===== src/rtl/core/cpd_pkg.sv =====
// Shared constants and types for the closest pair distance unit.
// Used by cpd_scan, cpd_isqrt and closest_pair_distance_unit; depends on nothing.
package cpd_pkg;

  localparam int MAX_POINTS = 64;
  localparam int ADDR_W     = (MAX_POINTS > 1) ? $clog2(MAX_POINTS) : 1;
  localparam int CNT_W      = $clog2(MAX_POINTS + 1);
  localparam int COORD_W    = 16;
  localparam int POINT_W    = 2 * COORD_W;
  localparam int MAG_W      = COORD_W;
  localparam int SQR_W      = 2 * MAG_W;
  localparam int SUM_W      = SQR_W + 1;
  localparam int SQ_W       = 34;
  localparam int FRAC_W     = 8;
  localparam int RAD_W      = SQ_W + 2 * FRAC_W;
  localparam int ROOT_W     = RAD_W / 2;
  localparam int REM_W      = ROOT_W + 3;
  localparam int STEP_W     = $clog2(ROOT_W);
  localparam int DIST_W     = 25;

  localparam logic [SQ_W-1:0]   SQ_ALL_ONES   = {SQ_W{1'b1}};
  localparam logic [DIST_W-1:0] DIST_ALL_ONES = {DIST_W{1'b1}};

  typedef struct packed {
    logic               start;
    logic               clear;
    logic [COORD_W-1:0] x;
    logic [COORD_W-1:0] y;
  } scan_cmd_t;

  typedef struct packed {
    logic             done;
    logic             dropped;
    logic [CNT_W-1:0] count;
    logic [SQ_W-1:0]  best;
  } scan_stat_t;

endpackage


===== src/rtl/core/cpd_scan.sv =====
// Point store and pairwise distance pipeline: read each stored point, square the
// distance to the new point and keep the running minimum. Depends on cpd_pkg.
module cpd_scan
  import cpd_pkg::*;
(
  input  logic       clk,
  input  logic       rst_n,
  input  scan_cmd_t  cmd,
  output scan_stat_t stat
);

  logic [POINT_W-1:0] mem [MAX_POINTS];

  logic               busy_r, busy_nxt;
  logic               issue_r, issue_nxt;
  logic [ADDR_W-1:0]  idx_r, idx_nxt;
  logic [CNT_W-1:0]   count_r, count_nxt;
  logic [SQ_W-1:0]    best_r, best_nxt;
  logic               drop_r, drop_nxt;
  logic               done_r, done_nxt;
  logic [COORD_W-1:0] x_r, y_r;
  logic               v1_r, v2_r, v3_r;
  logic [POINT_W-1:0] rd_data_r;
  logic [MAG_W-1:0]   dx_r, dy_r;
  logic [SQR_W-1:0]   sqx_r, sqy_r;

  logic               full;
  logic               finish;
  logic [CNT_W-1:0]   count_last;
  logic [COORD_W:0]   diff_x, diff_y;
  logic [COORD_W:0]   mag_x, mag_y;
  logic [SUM_W-1:0]   sum;

  assign full       = (count_r == CNT_W'(MAX_POINTS));
  assign count_last = count_r - CNT_W'(1);
  assign finish     = busy_r && !issue_r && !v1_r && !v2_r && !v3_r;

  // store read, one entry a cycle while issuing
  always_ff @(posedge clk) begin
    if (issue_r) begin
      rd_data_r <= mem[idx_r];
    end
    if (finish) begin
      mem[count_r[ADDR_W-1:0]] <= {x_r, y_r};
    end
  end

  // absolute coordinate differences
  assign diff_x = {x_r[COORD_W-1], x_r} -
                  {rd_data_r[POINT_W-1], rd_data_r[POINT_W-1:COORD_W]};
  assign diff_y = {y_r[COORD_W-1], y_r} -
                  {rd_data_r[COORD_W-1], rd_data_r[COORD_W-1:0]};
  assign mag_x  = diff_x[COORD_W] ? (~diff_x + 1'b1) : diff_x;
  assign mag_y  = diff_y[COORD_W] ? (~diff_y + 1'b1) : diff_y;
  assign sum    = {1'b0, sqx_r} + {1'b0, sqy_r};

  always_ff @(posedge clk) begin
    if (cmd.start && !busy_r) begin
      x_r <= cmd.x;
      y_r <= cmd.y;
    end
    dx_r  <= mag_x[MAG_W-1:0];
    dy_r  <= mag_y[MAG_W-1:0];
    sqx_r <= dx_r * dx_r;
    sqy_r <= dy_r * dy_r;
  end

  always_comb begin
    busy_nxt  = busy_r;
    issue_nxt = issue_r;
    idx_nxt   = idx_r;
    count_nxt = count_r;
    best_nxt  = best_r;
    drop_nxt  = drop_r;
    done_nxt  = 1'b0;

    if (cmd.start && !busy_r) begin
      if (full) begin
        drop_nxt = 1'b1;
        done_nxt = 1'b1;
      end else begin
        busy_nxt  = 1'b1;
        issue_nxt = (count_r != '0);
        idx_nxt   = '0;
      end
    end

    if (issue_r) begin
      idx_nxt = idx_r + 1'b1;
      if (CNT_W'(idx_r) == count_last) begin
        issue_nxt = 1'b0;
      end
    end

    if (v3_r && ({{(SQ_W-SUM_W){1'b0}}, sum} < best_r)) begin
      best_nxt = {{(SQ_W-SUM_W){1'b0}}, sum};
    end

    if (finish) begin
      count_nxt = count_r + 1'b1;
      busy_nxt  = 1'b0;
      done_nxt  = 1'b1;
    end

    if (cmd.clear) begin
      count_nxt = '0;
      best_nxt  = SQ_ALL_ONES;
      drop_nxt  = 1'b0;
    end
  end

  always_ff @(posedge clk) begin
    if (!rst_n) begin
      busy_r  <= 1'b0;
      issue_r <= 1'b0;
      idx_r   <= '0;
      count_r <= '0;
      best_r  <= SQ_ALL_ONES;
      drop_r  <= 1'b0;
      done_r  <= 1'b0;
      v1_r    <= 1'b0;
      v2_r    <= 1'b0;
      v3_r    <= 1'b0;
    end else begin
      busy_r  <= busy_nxt;
      issue_r <= issue_nxt;
      idx_r   <= idx_nxt;
      count_r <= count_nxt;
      best_r  <= best_nxt;
      drop_r  <= drop_nxt;
      done_r  <= done_nxt;
      v1_r    <= issue_r;
      v2_r    <= v1_r;
      v3_r    <= v2_r;
    end
  end

  assign stat.done    = done_r;
  assign stat.dropped = drop_r;
  assign stat.count   = count_r;
  assign stat.best    = best_r;

endmodule


===== src/rtl/core/cpd_isqrt.sv =====
// Iterative integer square root of the squared distance scaled by 2^16,
// one result bit a cycle. Depends on cpd_pkg.
module cpd_isqrt
  import cpd_pkg::*;
(
  input  logic              clk,
  input  logic              rst_n,
  input  logic              start,
  input  logic [SQ_W-1:0]   value,
  output logic              done,
  output logic [ROOT_W-1:0] root
);

  logic               busy_r, busy_nxt;
  logic               done_r, done_nxt;
  logic [STEP_W-1:0]  step_r, step_nxt;
  logic [RAD_W-1:0]   rad_r, rad_nxt;
  logic [REM_W-1:0]   rem_r, rem_nxt;
  logic [ROOT_W-1:0]  root_r, root_nxt;

  logic [REM_W-1:0]   rem_sh;
  logic [REM_W-1:0]   trial;

  assign rem_sh = {rem_r[REM_W-3:0], rad_r[RAD_W-1 -: 2]};
  assign trial  = {{(REM_W-ROOT_W-2){1'b0}}, root_r, 2'b01};

  always_comb begin
    busy_nxt = busy_r;
    done_nxt = 1'b0;
    step_nxt = step_r;
    rad_nxt  = rad_r;
    rem_nxt  = rem_r;
    root_nxt = root_r;
    if (start) begin
      busy_nxt = 1'b1;
      step_nxt = STEP_W'(ROOT_W - 1);
      rad_nxt  = {value, {(2*FRAC_W){1'b0}}};
      rem_nxt  = '0;
      root_nxt = '0;
    end else if (busy_r) begin
      rad_nxt = {rad_r[RAD_W-3:0], 2'b00};
      if (rem_sh >= trial) begin
        rem_nxt  = rem_sh - trial;
        root_nxt = {root_r[ROOT_W-2:0], 1'b1};
      end else begin
        rem_nxt  = rem_sh;
        root_nxt = {root_r[ROOT_W-2:0], 1'b0};
      end
      step_nxt = step_r - 1'b1;
      if (step_r == '0) begin
        busy_nxt = 1'b0;
        done_nxt = 1'b1;
      end
    end
  end

  always_ff @(posedge clk) begin
    rad_r  <= rad_nxt;
    rem_r  <= rem_nxt;
    root_r <= root_nxt;
  end

  always_ff @(posedge clk) begin
    if (!rst_n) begin
      busy_r <= 1'b0;
      done_r <= 1'b0;
      step_r <= '0;
    end else begin
      busy_r <= busy_nxt;
      done_r <= done_nxt;
      step_r <= step_nxt;
    end
  end

  assign done = done_r;
  assign root = root_r;

endmodule


===== src/rtl/core/closest_pair_distance_unit.sv =====
// Closest pair distance unit: top level with request handshakes, sequencing
// and output register. Depends on cpd_pkg, cpd_scan and cpd_isqrt.
//
//   channel | dir | payload
//   --------+-----+------------------------------------------------------------
//   in_     | in  | tdata: point_x[15:0], point_y[31:16]; tlast: last_point
//   out_    | out | tdata: min_distance[24:0], zero[31:25];
//           |     | tuser: pair_found[0], overflowed[1]
//
// A point is compared with every stored entry: the store is read one entry a
// cycle and each read passes a three-stage difference/square/compare pipeline.
// A dropped point (store full) skips the scan. The last point of a set, when at
// least two points are stored, adds the bit-serial square root, then loads the
// output register.
// Reset is synchronous, active low; the store itself is not cleared.
// A result held on out_ while out_tready is low stalls only the next last point.
module closest_pair_distance_unit
  import cpd_pkg::*;
(
  input  logic        clk,
  input  logic        rst_n,
  input  logic        in_tvalid,
  output logic        in_tready,
  input  logic [31:0] in_tdata,   // point_x[15:0], point_y[31:16]
  input  logic        in_tlast,   // last_point
  output logic        out_tvalid,
  input  logic        out_tready,
  output logic [31:0] out_tdata,  // min_distance[24:0], zero pad [31:25]
  output logic [1:0]  out_tuser   // pair_found[0], overflowed[1]
);

  localparam logic [1:0] S_IDLE = 2'd0;
  localparam logic [1:0] S_SCAN = 2'd1;
  localparam logic [1:0] S_ROOT = 2'd2;
  localparam logic [1:0] S_OUT  = 2'd3;

  logic [1:0]        state_r, state_nxt;
  logic              last_r, last_nxt;
  logic              pair_r, pair_nxt;
  logic              drop_r, drop_nxt;
  logic [DIST_W-1:0] dist_r, dist_nxt;
  logic              out_valid_r, out_valid_nxt;
  logic [DIST_W-1:0] out_dist_r;
  logic              out_pair_r, out_drop_r;

  logic              in_acc;
  logic              out_free;
  logic              root_start;
  logic              root_done;
  logic [ROOT_W-1:0] root;
  scan_cmd_t         cmd;
  scan_stat_t        stat;

  assign in_tready = (state_r == S_IDLE);
  assign in_acc    = in_tvalid && in_tready;
  assign out_free  = !out_valid_r || out_tready;

  cpd_scan u_scan (
    .clk   (clk),
    .rst_n (rst_n),
    .cmd   (cmd),
    .stat  (stat)
  );

  cpd_isqrt u_isqrt (
    .clk   (clk),
    .rst_n (rst_n),
    .start (root_start),
    .value (stat.best),
    .done  (root_done),
    .root  (root)
  );

  always_comb begin
    state_nxt     = state_r;
    last_nxt      = last_r;
    pair_nxt      = pair_r;
    drop_nxt      = drop_r;
    dist_nxt      = dist_r;
    out_valid_nxt = out_valid_r;
    root_start    = 1'b0;
    cmd.start     = 1'b0;
    cmd.clear     = 1'b0;
    cmd.x         = in_tdata[COORD_W-1:0];
    cmd.y         = in_tdata[POINT_W-1:COORD_W];

    if (out_valid_r && out_tready) begin
      out_valid_nxt = 1'b0;
    end

    unique case (state_r)
      S_IDLE: begin
        if (in_acc) begin
          cmd.start = 1'b1;
          last_nxt  = in_tlast;
          state_nxt = S_SCAN;
        end
      end
      S_SCAN: begin
        // on the last point, capture the set summary and clear for the next set
        if (stat.done) begin
          if (last_r) begin
            pair_nxt  = (stat.count >= CNT_W'(2));
            drop_nxt  = stat.dropped;
            dist_nxt  = DIST_ALL_ONES;
            cmd.clear = 1'b1;
            if (stat.count >= CNT_W'(2)) begin
              root_start = 1'b1;
              state_nxt  = S_ROOT;
            end else begin
              state_nxt = S_OUT;
            end
          end else begin
            state_nxt = S_IDLE;
          end
        end
      end
      S_ROOT: begin
        if (root_done) begin
          dist_nxt  = root[DIST_W-1:0];
          state_nxt = S_OUT;
        end
      end
      S_OUT: begin
        // hold until the output register is free
        if (out_free) begin
          out_valid_nxt = 1'b1;
          state_nxt     = S_IDLE;
        end
      end
      default: state_nxt = S_IDLE;
    endcase
  end

  always_ff @(posedge clk) begin
    last_r <= last_nxt;
    pair_r <= pair_nxt;
    drop_r <= drop_nxt;
    dist_r <= dist_nxt;
    if (state_r == S_OUT && out_free) begin
      out_dist_r <= dist_r;
      out_pair_r <= pair_r;
      out_drop_r <= drop_r;
    end
  end

  always_ff @(posedge clk) begin
    if (!rst_n) begin
      state_r     <= S_IDLE;
      out_valid_r <= 1'b0;
    end else begin
      state_r     <= state_nxt;
      out_valid_r <= out_valid_nxt;
    end
  end

  assign out_tvalid = out_valid_r;
  assign out_tdata  = {{(32-DIST_W){1'b0}}, out_dist_r};
  assign out_tuser  = {out_drop_r, out_pair_r};

endmodule

===== config.mk =====
export PLATFORM = sky130hd
export DESIGN_NAME = closest_pair_distance_unit
export DESIGN_NICKNAME = d
export VERILOG_FILES = /design/src/rtl/core/cpd_pkg.sv /design/src/rtl/core/cpd_scan.sv /design/src/rtl/core/cpd_isqrt.sv /design/src/rtl/core/closest_pair_distance_unit.sv
export SDC_FILE = /design/constraint.sdc
export NUM_CORES = 2
export LEC_CHECK = 0
export ABC_CLOCK_PERIOD_IN_PS = 14900
export BUFFER_PORTS_ARGS = -buffer_cell sky130_fd_sc_hd__buf_2
export CAP_MARGIN = 20
export CORE_AREA = 5 5 453 455
export CTS_CLUSTER_DIAMETER = 30
export CTS_CLUSTER_SIZE = 40
export DETAILED_ROUTE_END_ITERATION = 7
export DIE_AREA = 0 0 458 460
export PLACE_DENSITY = 0.67
export SYNTH_ARGS = -nofsm -noshare
export SYNTH_HDL_FRONTEND = slang
export SYNTH_HIERARCHICAL = 1
export SYNTH_SLANG_ARGS = --single-unit

===== constraint.sdc =====
create_clock -name clk -period 14.9 [get_ports clk]
set_input_delay 0 -clock clk [delete_from_list [all_inputs] [get_ports clk]]
set_output_delay 0 -clock clk [all_outputs]
set_load 0.02 [all_outputs]

== Word-level counts from Yosys, hierarchy flattened ==
Memory sizes are Yosys's and may differ from the RTL's. A register that Yosys moved wholly into a read port is not among the register bits.
Cells that the tools add are included.

* Add/subtract/negate cells: 10
* Multipliers: 2
* $lt $le $gt $ge: 3
* Eq/ne operators: 11
* Multiplexer cells: 47
* Bitwise gates (word level): 5
* Reduce and logical (&&, ||, !) cells: 33

{| class="wikitable"
|+ Operators by type and width
! kind !! count
|-
| 50-bit 2-to-1 mux || 2
|-
| 25-bit 2-to-1 mux || 3
|-
| 16-bit by 16-bit multiplier with 32-bit output || 2
|-
| 25-bit case mux with 2 select lines || 1
|-
| 33-bit by 34-bit less-than comparator with 1-bit output || 1
|-
| 16-bit by 16-bit subtractor with 17-bit output || 2
|-
| 32-bit by 32-bit adder with 33-bit output || 1
|-
| 16-bit by 1-bit adder with 16-bit output (second input constant) || 2
|-
| 16-bit 2-to-1 mux || 2
|-
| 16-bit NOT || 2
|-
| 28-bit by 27-bit >= comparator with 1-bit output || 1
|-
| 1-bit 2-to-1 mux || 27
|-
| 26-bit 2-to-1 mux || 1
|-
| 26-bit subtractor || 1
|-
| 6-bit 2-to-1 mux || 3
|-
| 2-bit 2-to-1 mux || 5
|-
| 5-bit 2-to-1 mux || 2
|-
| 1-bit logical AND || 9
|-
| 2-bit by 1-bit inequality test with 1-bit output (second input constant) || 4
|-
| 2-bit case mux with 4 select lines || 1
|-
| 2-bit AND reduction || 4
|-
| 4-bit AND reduction || 2
|-
| 7-bit by 1-bit adder with 7-bit output (second input constant) || 1
|-
| 6-bit by 7-bit == test with 1-bit output || 1
|-
| other kinds (18) || 31
|}

* Register bits after elaboration: 332
* Bits in writable memories: 2048
* Logic and storage cells: 144
* Memories: 1

{| class="wikitable"
|+ Memory list
! memory !! words !! width !! rd ports !! clocked after memory_dff !! write ports !! RTL line !! RTL
|-
| u_scan.mem || 64 || 32 || 1 || 1 || 1 || cpd_scan.sv:12 || <nowiki>logic [POINT_W-1:0] mem [MAX_POINTS];</nowiki>
|}

== Logic depth before layout (Yosys ltp) ==
* Word-level depth: 8
* Mapped depth: 26
* Gate-level depth less buffers: 25

== Hierarchy ==
Netlist, hierarchy kept.

{| class="wikitable"
|+ Modules (own cells, without submodules)
! module !! times used !! cells an instance !! area an instance (sq um) !! sequential area each (sq um)
|-
| cpd_scan || 1 || 5620 || 102166.7 || 66383.7
|-
| cpd_isqrt || 1 || 527 || 5190.0 || 2182.1
|-
| closest_pair_distance_unit || 1 || 120 || 2104.5 || 1711.6
|}

== Least setup slack after synthesis ==
Ideal clock, no wire load.

* Kind: register -> register
* Start: register u_scan.dx_r[1]
* End: register u_scan.sqx_r[31]
* Data arrival time: 6.276 ns
* Required time: 14.780 ns
* Slack: 8.504 ns
* Cell stages (with the launch flop): 27
* Period minus slack after synthesis: 6.396 ns
* Cell sequence: dfxtp_1 clkbuf_1 clkbuf_1 and2_1 fa_1 inv_1 fa_1 inv_1 fa_1 inv_1 fa_1 inv_1 fa_1 inv_1 fa_1 inv_1 ha_1 o21ai_0 nor2_1 or4b_1 a31o_2 o311ai_1 a31oi_1 a21oi_1 o21ai_1 a21oi_1 xnor2_1

* Word-level cells in the longest chain between the ends: 1

{| class="wikitable"
|+ RTL lines
! item !! RTL line !! RTL
|-
| from (decl) || cpd_scan.sv:24 || <nowiki>logic [MAG_W-1:0] dx_r, dy_r;</nowiki>
|-
| from (signal assigned) || cpd_scan.sv:62 || <nowiki>dx_r <= mag_x[MAG_W-1:0];</nowiki>
|-
| 16-bit by 16-bit multiplier with 32-bit output || cpd_scan.sv:64 || <nowiki>sqx_r <= dx_r * dx_r;</nowiki>
|-
| to (signal assigned) || cpd_scan.sv:64 ||
|-
| to (decl) || cpd_scan.sv:25 || <nowiki>logic [SQR_W-1:0] sqx_r, sqy_r;</nowiki>
|}

Every way passes these cells.
A chain may end at the register's enable or synchronous reset.

== Worst setup path after layout ==
* Start: register u_scan.dx_r[9]
* End: register u_scan.sqx_r[29]

The elaborated chain is that of the path after synthesis.

==> run metrics <==
final setup fails 0; Wirelength per Cell 28.8 um; vias 59300; synthesized cell area 109000 um2; Syn. warnings 6; Setup crit end kind flop; RSZ-0062 raised after global routing false; CTS tree done; Max Freq 0.144 GHz; Vias/cell about 6.1; final worst-path cycle share 46.6%; outcome finished clean; largest net degree at the start of global routing 106; antenna violations before repair 8; Post-Syn Area per Cell 17.5 um2; most common cell after layout, fill and taps aside edfxtp_1; worst hold slack 0.101 ns; commonest cells after routing, fill and taps aside edfxtp_1, mux4_2, inv_1; Layout Utilization 64.6%; Initial Util 54.5%; count of cell types in the netlist 95; CTS Buf Count 446; Synth Flop Type edfxtp_1; vias in the first global route 61500; die footprint 211000 um2; 1st-pass router iterations 5; pre-CTS WS 8.00 ns; Worst Max-Slew Pin Slew around 1.1 ns; clk_lat worst skew 1.02 ns; routability cong. 0.862; number of synthesized flops with an enable pin 2201; Site Rows 165; Clock Tree Root clkbuf_16; final hold violations 0; post-cts resize count 0; post-DP HPWL 165 mm; Synth Register Bits 2410; critical-path maximum fanout 17; worst rel slew slack between 20% and 30%; CTS HTree Levels 5; CORE AREA 201000 um2; Antenna Nets Post-Route 0; max-slew violations 0; Nets 7438; Worst Skew 0.150 ns; startpoint types flop; ys async rst share 0%; first-pass GRT wire length between 400 and 500 mm; Crit Path Class flop to flop; gr usage total 27.0%; Initial DRC Count slightly above 6000; WP data arrival 7.75 ns; Post-Syn Instances 6267; Final min period 6.94 ns; Worst Hold Class primary input to flop; clock sinks between 2000 and 2500; Post-CTS Setup Bufs 0; io pins 73; CTS hold repair buffers 70; synth-to-layout area growth 18.5%; DRC 0; Fin Setup TNS 0 ns; die height approximately 460 um; layout cells sized above 1 24.8%; chip width 458 um; Final WS setup between 7 and 8 ns; grt total ovfl 0; max-cap viol count 0; sequential share of the synthesized area 64.2%; CTS max path bufs 4; required time of the critical path approximately 16 ns; I/O Buffers 65; overall routed net length 282 mm; Worst-path clk slew 0.05 ns
worst max-delay path: stages (launching register included):
cell	delay [ns]
dfxtp_1	0.51
and2_1	0.31
fa_1	0.52
inv_1	0.06
fa_1	0.53
inv_1	0.05
fa_1	0.49
inv_1	0.05
fa_1	0.54
inv_1	0.05
fa_1	0.47
inv_1	0.05
fa_1	0.48
inv_1	0.04
ha_1	0.34
o21ai_0	0.16
nor2_1	0.09
or4b_1	0.53
a31o_2	0.28
o311ai_1	0.37
a31oi_1	0.18
a21oi_1	0.32
o21bai_1	0.10
a21oi_1	0.19
xnor2_1	0.14
metrics by stage:
step                instances  instance area, um2
floorplan                6273              109000
global placement         8897              114000
detailed placement       8897              114000
CTS                      9778              130000
global route             9779              130000
finish                   9783              130000
layer usage:
metal / vias to the layer above / track usage, % / wire length (um)
li1: 25000 / - / -
met1: 31000 / 35.5 / 106000
met2: 2709 / 45.7 / 142000
met3: 530 / 4.87 / 22800
met4: 4 / 9.54 / 10600
met5: - / 0 / 28
kinds of logic after synthesis:
family          Yosys count  synth area share [%]
flops                  2410                  64.2
buf+inv                 884                  3.13
simple gates            852                  3.74
mux                     764                  14.6
fa+ha+maj               658                  9.76
compound gates          521                  3.17
xor+xnor                177                  1.42
other cells               1               0.00343
cell type report:
type	count	area, um2
Sequential cell	2410	70300
Timing Repair Buffer	281	2170
Clock buffer	509	11600
Tap cell	2672	3340
Fill cell	13500	71200
Multi-Input combinational cell	2979	36300
Inverter	625	2350
Clock inverter	302	3630
Antenna cell	5	12.5
sequential cells by signal, summed over array words and instances, names as in the netlist, 2 cells and up:
register,cells
dist_r,25
out_dist_r,25
state_r,2
u_isqrt/rad_r,34
u_isqrt/rem_r,26
u_isqrt/root,25
u_isqrt/step_r,5
u_scan/best_r,34
u_scan/count_r,7
u_scan/dx_r,16
u_scan/dy_r,16
u_scan/idx_r,6
u_scan/mem,2048
u_scan/rd_data_r,32
u_scan/sqx_r,31
u_scan/sqy_r,31
u_scan/x_r,16
u_scan/y_r,16
cells in the mapped netlist (33+ instances only):
library cell | n | area (um2)
nor2b_1 | 37 | 231
o21ai_0 | 98 | 490
edfxtp_1 | 2201 | 66100
inv_1 | 625 | 2350
mux4_2 | 660 | 14900
xor2_1 | 54 | 473
and2_1 | 90 | 563
xnor2_1 | 123 | 1080
nand3_1 | 40 | 200
nand2b_1 | 54 | 338
nand2_1 | 256 | 961
o211ai_1 | 37 | 278
nor3_1 | 33 | 165
fa_1 | 326 | 6530
a21o_1 | 67 | 503
ha_1 | 332 | 4150
clkbuf_1 | 168 | 631
mux2i_1 | 55 | 551
buf_1 | 53 | 199
dfxtp_1 | 209 | 4180
nor2_1 | 237 | 890
mux2_2 | 49 | 552
a21oi_1 | 122 | 611
path summary, 6_finish.rpt:
check                 start                to  slack, ns  cells past startpoint
min               in_tvalid            last_r       0.10                      3
max          u_scan/dx_r[9]  u_scan/sqx_r[29]       7.96                     24
min reg2reg      dist_r[11]    out_dist_r[11]       0.42                      0
max reg2reg  u_scan/dx_r[9]  u_scan/sqx_r[29]       7.96                     24
Power is not shown: default switching activity piles up to over one toggle a cycle in this logic, so the estimate is an artifact.
